===== src/swmm_pkg.sv =====
// ----------------------------------------------------------------------------
// swmm_pkg
// Shared types and constants for the sliding-window median/mean filter.
// ----------------------------------------------------------------------------
package swmm_pkg;

  localparam int unsigned DATA_W = 32;

  typedef logic signed [DATA_W-1:0] data_t;

  typedef enum logic [0:0] {
    MODE_MEDIAN = 1'b0,
    MODE_MEAN   = 1'b1
  } mode_e;

endpackage


===== src/sliding_window_median_mean.sv =====
// ----------------------------------------------------------------------------
// sliding_window_median_mean
// Median or rounded mean over a sliding window of timestamped Q16.16 samples.
// ----------------------------------------------------------------------------
// Usage:
//   Input channel (in_valid_i / in_stall_o) carries one sample word: a time
//   stamp and a signed Q16.16 value. Output channel (out_valid_o / out_stall_i)
//   carries the centre time stamp of the window and the filtered value.
//   The first WINDOW-1 samples after reset only fill the window; every sample
//   after that yields exactly one result word.
//   cfg_valid_i / cfg_ready_o writes filter_mode (0 median, 1 mean); it is
//   always ready; the user must write it only while the filter is idle.
// Timing:
//   Throughput is one word per cycle while out_stall_i is low. An accepted
//   word passes the window shift register, then rank/sum stage, magnitude
//   stage, split reciprocal multiply stage, and the output register.
// Reset:
//   Clears the fill count and all stage valids; filter_mode returns to mean.
// Backpressure:
//   out_stall_i holds the output word; stages fill up behind it and
//   in_stall_o rises only when the stage after the window is full and blocked.
// ----------------------------------------------------------------------------
module sliding_window_median_mean
  import swmm_pkg::*;
#(
  parameter int unsigned WINDOW = 5
) (
  input  logic         clk_i,
  input  logic         rst_ni,
  input  logic         cfg_valid_i,
  output logic         cfg_ready_o,
  input  logic         cfg_data_i,
  input  logic         in_valid_i,
  output logic         in_stall_o,
  input  data_t        sample_time_i,
  input  data_t        sample_value_i,
  output logic         out_valid_o,
  input  logic         out_stall_i,
  output data_t        centre_time_o,
  output data_t        filtered_value_o
);

  localparam int unsigned FillW  = $clog2(WINDOW + 1);
  localparam int unsigned RankW  = $clog2(WINDOW);
  localparam int unsigned SumW   = DATA_W + $clog2(WINDOW);
  localparam int unsigned Shift  = SumW + $clog2(WINDOW);
  localparam int unsigned MulW   = SumW + 1;
  localparam logic [63:0] Recip  = ((64'd1 << Shift) + 64'(WINDOW) - 64'd1) / 64'(WINDOW);
  localparam int unsigned ALo    = SumW / 2;
  localparam int unsigned AHi    = SumW - ALo;
  localparam int unsigned BLo    = MulW / 2;
  localparam int unsigned BHi    = MulW - BLo;
  localparam int unsigned ProdW  = SumW + MulW;
  localparam logic [MulW-1:0] RecipM = Recip[MulW-1:0];
  localparam int unsigned Centre = WINDOW / 2;

  // config
  mode_e mode_q;
  assign cfg_ready_o = 1'b1;

  always_ff @(posedge clk_i or negedge rst_ni) begin
    if (!rst_ni) begin
      mode_q <= MODE_MEAN;
    end else if (cfg_valid_i) begin
      mode_q <= mode_e'(cfg_data_i);
    end
  end

  // handshake chain
  logic acc_in, pend_q, v1_q, v2_q, v3_q, out_vld_q;
  logic rdy1, rdy2, rdy3, rdy_out;

  assign rdy_out    = !out_vld_q || !out_stall_i;
  assign rdy3       = !v3_q || rdy_out;
  assign rdy2       = !v2_q || rdy3;
  assign rdy1       = !v1_q || rdy2;
  assign in_stall_o = pend_q && !rdy1;
  assign acc_in     = in_valid_i && !in_stall_o;

  // window shift register, oldest at index 0
  data_t            win_val_q [WINDOW];
  data_t            win_time_q[WINDOW];
  logic [FillW-1:0] fill_q;

  always_ff @(posedge clk_i) begin
    if (acc_in) begin
      for (int i = 0; i < WINDOW - 1; i++) begin
        win_val_q[i]  <= win_val_q[i+1];
        win_time_q[i] <= win_time_q[i+1];
      end
      win_val_q[WINDOW-1]  <= sample_value_i;
      win_time_q[WINDOW-1] <= sample_time_i;
    end
  end

  always_ff @(posedge clk_i or negedge rst_ni) begin
    if (!rst_ni) begin
      fill_q <= '0;
      pend_q <= 1'b0;
    end else begin
      if (acc_in && fill_q != FillW'(WINDOW)) begin
        fill_q <= fill_q + FillW'(1);
      end
      if (acc_in) begin
        pend_q <= (fill_q >= FillW'(WINDOW - 1));
      end else if (rdy1) begin
        pend_q <= 1'b0;
      end
    end
  end

  // stage 1: rank select and sum
  logic [RankW-1:0]       rank [WINDOW];
  data_t                  med_d;
  logic signed [SumW-1:0] sum_d;

  always_comb begin
    med_d = '0;
    sum_d = '0;
    for (int i = 0; i < WINDOW; i++) begin
      rank[i] = '0;
      for (int j = 0; j < WINDOW; j++) begin
        if ((win_val_q[j] < win_val_q[i]) ||
            ((win_val_q[j] == win_val_q[i]) && (j < i))) begin
          rank[i] = rank[i] + RankW'(1);
        end
      end
      if (rank[i] == RankW'(Centre)) begin
        med_d = med_d | win_val_q[i];
      end
      sum_d = sum_d + SumW'(win_val_q[i]);
    end
  end

  logic signed [SumW-1:0] sum1_q;
  data_t                  med1_q, time1_q;
  mode_e                  mode1_q;

  always_ff @(posedge clk_i) begin
    if (rdy1) begin
      sum1_q  <= sum_d;
      med1_q  <= med_d;
      time1_q <= win_time_q[Centre];
      mode1_q <= mode_q;
    end
  end

  // stage 2: rounded magnitude
  logic [SumW-1:0] mag_d;
  logic            neg_d;

  assign neg_d = sum1_q[SumW-1];
  assign mag_d = (neg_d ? (SumW'(0) - SumW'(sum1_q)) : SumW'(sum1_q))
                 + SumW'(WINDOW / 2);

  logic [SumW-1:0] mag2_q;
  logic            neg2_q;
  data_t           med2_q, time2_q;
  mode_e           mode2_q;

  always_ff @(posedge clk_i) begin
    if (rdy2) begin
      mag2_q  <= mag_d;
      neg2_q  <= neg_d;
      med2_q  <= med1_q;
      time2_q <= time1_q;
      mode2_q <= mode1_q;
    end
  end

  // stage 3: partial products of magnitude times reciprocal
  logic [ALo+BLo-1:0] pll_q;
  logic [ALo+BHi-1:0] plh_q;
  logic [AHi+BLo-1:0] phl_q;
  logic [AHi+BHi-1:0] phh_q;
  logic               neg3_q;
  data_t              med3_q, time3_q;
  mode_e              mode3_q;

  always_ff @(posedge clk_i) begin
    if (rdy3) begin
      pll_q   <= (ALo+BLo)'(mag2_q[ALo-1:0])    * (ALo+BLo)'(RecipM[BLo-1:0]);
      plh_q   <= (ALo+BHi)'(mag2_q[ALo-1:0])    * (ALo+BHi)'(RecipM[MulW-1:BLo]);
      phl_q   <= (AHi+BLo)'(mag2_q[SumW-1:ALo]) * (AHi+BLo)'(RecipM[BLo-1:0]);
      phh_q   <= (AHi+BHi)'(mag2_q[SumW-1:ALo]) * (AHi+BHi)'(RecipM[MulW-1:BLo]);
      neg3_q  <= neg2_q;
      med3_q  <= med2_q;
      time3_q <= time2_q;
      mode3_q <= mode2_q;
    end
  end

  // output stage: combine, shift, sign, select
  logic [ProdW-1:0]  prod;
  logic [DATA_W-1:0] quot, mean_d;

  assign prod   = (ProdW'(phh_q) << (ALo + BLo)) + (ProdW'(phl_q) << ALo)
                + (ProdW'(plh_q) << BLo) + ProdW'(pll_q);
  assign quot   = prod[Shift +: DATA_W];
  assign mean_d = neg3_q ? (DATA_W'(0) - quot) : quot;

  data_t out_time_q, out_val_q;

  always_ff @(posedge clk_i) begin
    if (rdy_out) begin
      out_time_q <= time3_q;
      out_val_q  <= (mode3_q == MODE_MEDIAN) ? med3_q : data_t'(mean_d);
    end
  end

  always_ff @(posedge clk_i or negedge rst_ni) begin
    if (!rst_ni) begin
      v1_q      <= 1'b0;
      v2_q      <= 1'b0;
      v3_q      <= 1'b0;
      out_vld_q <= 1'b0;
    end else begin
      if (rdy1) begin
        v1_q <= pend_q;
      end
      if (rdy2) begin
        v2_q <= v1_q;
      end
      if (rdy3) begin
        v3_q <= v2_q;
      end
      if (rdy_out) begin
        out_vld_q <= v3_q;
      end
    end
  end

  assign out_valid_o      = out_vld_q;
  assign centre_time_o    = out_time_q;
  assign filtered_value_o = out_val_q;

endmodule

===== config.mk =====
export PLATFORM = sky130hd
export DESIGN_NAME = sliding_window_median_mean
export DESIGN_NICKNAME = d
export VERILOG_FILES = /design/src/swmm_pkg.sv /design/src/sliding_window_median_mean.sv
export SDC_FILE = /design/constraint.sdc
export NUM_CORES = 2
export LEC_CHECK = 0
export ABC_CLOCK_PERIOD_IN_PS = 22900
export BUFFER_PORTS_ARGS = -buffer_cell sky130_fd_sc_hd__buf_4
export CAP_MARGIN = 20
export CORE_MARGIN = 2
export CORE_UTILIZATION = 50
export CTS_BUF_LIST = sky130_fd_sc_hd__clkbuf_4
export CTS_CLUSTER_SIZE = 20
export DETAILED_ROUTE_END_ITERATION = 10
export GPL_TIMING_DRIVEN = 0
export PLACE_DENSITY = 0.66
export SLEW_MARGIN = 5
export SYNTH_ARGS = -nofsm -noshare
export SYNTH_HDL_FRONTEND = slang
export SYNTH_SLANG_ARGS = --single-unit

===== constraint.sdc =====
create_clock -name clk_i -period 22.9 [get_ports clk_i]
set_input_delay 2.29 -clock clk_i [delete_from_list [all_inputs] [get_ports clk_i]]
set_output_delay 2.29 -clock clk_i [all_outputs]
set_load 0.005 [all_outputs]

==> Implementation_results.wiki <==
{| class="wikitable"
! Metric !! Value
|-
| Detailed placer's ending HPWL || 115,800 um
|-
| Kind of start point of the critical path || flop
|-
| FF-to-FF path depth || 20
|-
| Routed vias || 37,360
|-
| Placed Instances || 6,382
|-
| Critical-path top delay cell || a2111oi_0
|-
| Global-route wire length before repair || 222,200 um
|-
| Number of design-rule violations left by the first detailed-router iteration || 2,844
|-
| Worst hold path stage count || 0
|-
| Worst rel slew slack || 24.32%
|-
| Post-synthesis cell count || 4,751
|-
| Final wirelength || 143,200 um
|-
| Yosys top cell area share || 37.86%
|-
| Maximum clock skew at final layout || 0.09314 ns
|-
| Syn-to-layout area delta || 9.541%
|-
| Post-layout instance count excluding filler cells || 6,699
|-
| Count of buffer and inverter cells on the critical path || 2
|-
| All-layer global routing usage || 25.32%
|-
| Clock root buffer || clkbuf_4
|-
| Endpoint type of the worst setup path || flop
|-
| Post-Synthesis Net Count || 6,064
|-
| Placeable core region || 110,800 um2
|-
| Clock Pin Slew Worst Setup and Hold Paths || 0.06 ns
|-
| Clock buffers created by TritonCTS || 186
|-
| Level count of the clock H-tree || 4
|-
| Router iterations before antenna repair || 6
|-
| Antenna violations before repair || 6
|-
| Most used cell along the critical path || fa_1
|-
| Most used standard cells in the synthesized netlist || ha_1, inv_1, edfxtp_1
|-
| Cell variety after synth || 100
|-
| Data arrival time of the worst path || 7.84 ns
|-
| Starting Density || 50.53%
|-
| Width of the chip || 338.7 um
|-
| Most used flip-flop cell after synthesis || edfxtp_1
|-
| Num rows || 122
|-
| Antenna-violating nets left || 0
|-
| Worst-margin pin slew || 1.125 ns
|-
| Setup violation total in the final timing report || 0
|-
| Hold_sp || med1_q[16]$_DFFE_PP_
|-
| Required time at the worst-slack endpoint || 23.71 ns
|-
| Highest net fanout along the worst path || 6
|-
| R2r setup slk || 15.87 ns
|-
| Delay of the slowest cell on the worst path || 0.74 ns
|-
| Count of flip-flops with a built-in enable after synthesis || 706
|-
| Final hold vios || 0
|-
| Maximum number of pins on one net before global-route repair || 108
|-
| Flip-flop and latch count after synthesis || 715
|-
| Die Ht || 338.7 um
|-
| Worst hold endpoint || med2_q[16]$_DFFE_PP_
|-
| Most frequent cell after synthesis || ha_1
|-
| Final GP Congestion || 0.9726
|-
| Sequential fraction of the synthesis area || 38.26%
|-
| RSZ-0062 raised after global routing || no
|-
| Type of the worst setup path || flop to flop
|-
| Synth async-reset ratio || 1.259%
|-
| Remaining design rule violation count || 0
|-
| Setup fix buffers added after clock tree synthesis || 0
|-
| Maximum clock frequency || 142.3 MHz
|-
| Final worst-path cycle share || 30.69%
|-
| Area of the die || 114,700 um2
|-
| Maximum buffer depth of the clock tree || 3
|-
| Endpoint of the lowest-slack register-to-register path || pll_q[32]$_DFFE_PP_
|-
| Insertion delay of the later-clocked pin in the worst-skew pair || 1.09 ns
|-
| Worst hold-check path type || flop to flop
|-
| WL/cell || 21.37 um
|-
| Chain of cells forming the critical path || ha_1, inv_1, fa_1, fa_1, fa_1, fa_1, inv_1, fa_1, ha_1, nand2_1, nand2_1, o22ai_1, a2111oi_0, nor2_1, a2111oi_0, nor2_1, a21oi_1, a41oi_1, nand2b_1, xnor2_1
|-
| Top cells by area in the synthesized netlist || edfxtp_1, ha_1, fa_1, inv_1, a21o_1
|-
| Mean area per synthesized cell || 11.79 um2
|-
| Via count normalized by instance count || 5.576
|-
| CTS tree || yes
|-
| Vias in the first global route || 38,430
|-
| Total Negative Setup Slacks || 0 ns
|-
| Ratio of cells with drive above 1 in the final layout || 9.437%
|-
| Fin crit period || 7.029 ns
|-
| # clock sinks || 715
|-
| Number of gates resized after CTS || 0
|-
| Number of top-level pins || 137
|-
| Number of max-cap violations || 0
|-
| YS warnings || 0
|-
| Family with the most delay on the worst path || adder cells
|-
| Outcome || finished, final reports clean
|-
| R2R Path Start || mag2_q[2]$_DFFE_PP_
|-
| # hold bufs at CTS || 0
|-
| Remaining global-route overflow || 0
|-
| Pins Over Slew Limit || 0
|-
| Synth area leader || edfxtp_1
|-
| PortBufs || 135
|-
| Combined area of all synthesized cells || 56,000 um2
|-
| Nets || 6,395
|}
==> layer usage <==
layer	wire length, um	track usage, %	vias to the layer above
li1	-	-	17730
met1	63990	34.84	18300
met2	67130	41.45	1089
met3	7825	3.724	245
met4	4219	7.954	0
met5	0	0	-
==> area by class of cell <==
| cell class | instances | area, um2 |
|---|---|---|
| antenna | 8 | 20.02 |
| buffer | 68 | 276.5 |
| clock buffer | 238 | 1787 |
| clock inverter | 71 | 395.4 |
| fill | 9590 | 49480 |
| inverter | 732 | 2755 |
| multi-input combinational | 3236 | 31590 |
| sequential | 715 | 21430 |
| tap | 1488 | 1862 |
| timing repair buffer | 143 | 1234 |
==> stage by stage <==
stage / worst slack [ns] / util, % / cell area (um2) / hold slack (ns)
2_1_floorplan: 13.59 / - / 56000 / 0.4003
5_1_grt: 15.39 / 55.35 / 61340 / 0.3781
3_3_place_gp: 10.88 / 53.13 / 58870 / 0.4003
6_report: 15.87 / 55.35 / 61340 / 0.3653
4_1_cts: 15.92 / 55.33 / 61320 / 0.3516
3_5_place_dp: 16.00 / 53.36 / 59140 / 0.4045
==> placed cells by master (no fill, tap or decap), drive strengths merged, types with 17 or more instances in the layout <==
| master | Yosys | layout |
|---|---|---|
| a31oi | 17 | 17 |
| o31ai | 18 | 18 |
| edfxtp | 706 | 706 |
| a2bb2oi | 32 | 32 |
| xor2 | 93 | 93 |
| a21oi | 222 | 222 |
| a211oi | 26 | 26 |
| and3 | 27 | 27 |
| or3 | 30 | 30 |
| nand3 | 87 | 87 |
| clkbuf | 55 | 293 |
| nand2 | 163 | 163 |
| clkinv | 0 | 61 |
| nor2b | 50 | 50 |
| o21a | 39 | 39 |
| xnor2 | 141 | 141 |
| and2 | 19 | 19 |
| nor3 | 50 | 50 |
| o21ai | 143 | 143 |
| inv | 732 | 737 |
| nand2b | 73 | 73 |
| ha | 815 | 815 |
| nand4 | 95 | 95 |
| o211ai | 18 | 18 |
| buf | 13 | 156 |
| fa | 428 | 428 |
| o2111ai | 36 | 36 |
| o21bai | 26 | 26 |
| nor2 | 181 | 181 |
| nor4 | 19 | 19 |
| a21o | 179 | 179 |
| mux2 | 19 | 19 |
==> kinds of logic (layout without fill, tap and decap cells) <==
logic type / after synthesis / count (layout) / synth area share (%)
AO/OA/AOI/OAI: 882 / 882 / 10.70
AND/OR/NAND/NOR: 845 / 845 / 7.863
buffers and inverters: 800 / 1252 / 5.400
adder cells (fa/ha/maj): 1243 / 1243 / 33.51
XOR/XNOR: 234 / 234 / 3.660
other: 1 / 9 / 0.006697
flip-flops: 715 / 715 / 38.26
multiplexers: 31 / 31 / 0.5966
==> worst max path at each step <==
stage | from | to | slack (ns) | depth (start not counted)
3_3_place_gp | out_stall_i | fill_q[2]$_DFFE_PN0P_ | 10.88 | 6
4_1_cts | mag2_q[2]$_DFFE_PP_ | pll_q[32]$_DFFE_PP_ | 15.92 | 20
6_report | mag2_q[2]$_DFFE_PP_ | pll_q[32]$_DFFE_PP_ | 15.87 | 20
2_1_floorplan | out_stall_i | fill_q[1]$_DFFE_PN0P_ | 13.59 | 5
5_1_grt | mag2_q[9]$_DFFE_PP_ | pll_q[32]$_DFFE_PP_ | 15.39 | 20
3_5_place_dp | mag2_q[9]$_DFFE_PP_ | pll_q[32]$_DFFE_PP_ | 16.00 | 20
==> sequential cells by signal, summed over array words and instances (netlist names), 3 cells and up <==
signal / cells
win_val_q: 160
med1_q: 32
win_time_q: 96
sum1_q: 35
pll_q: 16
fill_q: 3
time3_q: 32
time1_q: 32
filtered_value_o: 32
time2_q: 32
med2_q: 32
phl_q: 33
med3_q: 32
plh_q: 35
phh_q: 35
mag2_q: 35
centre_time_o: 32
Power is not shown: default switching activity piles up to over one toggle a cycle in this logic, so the estimate is an artifact.
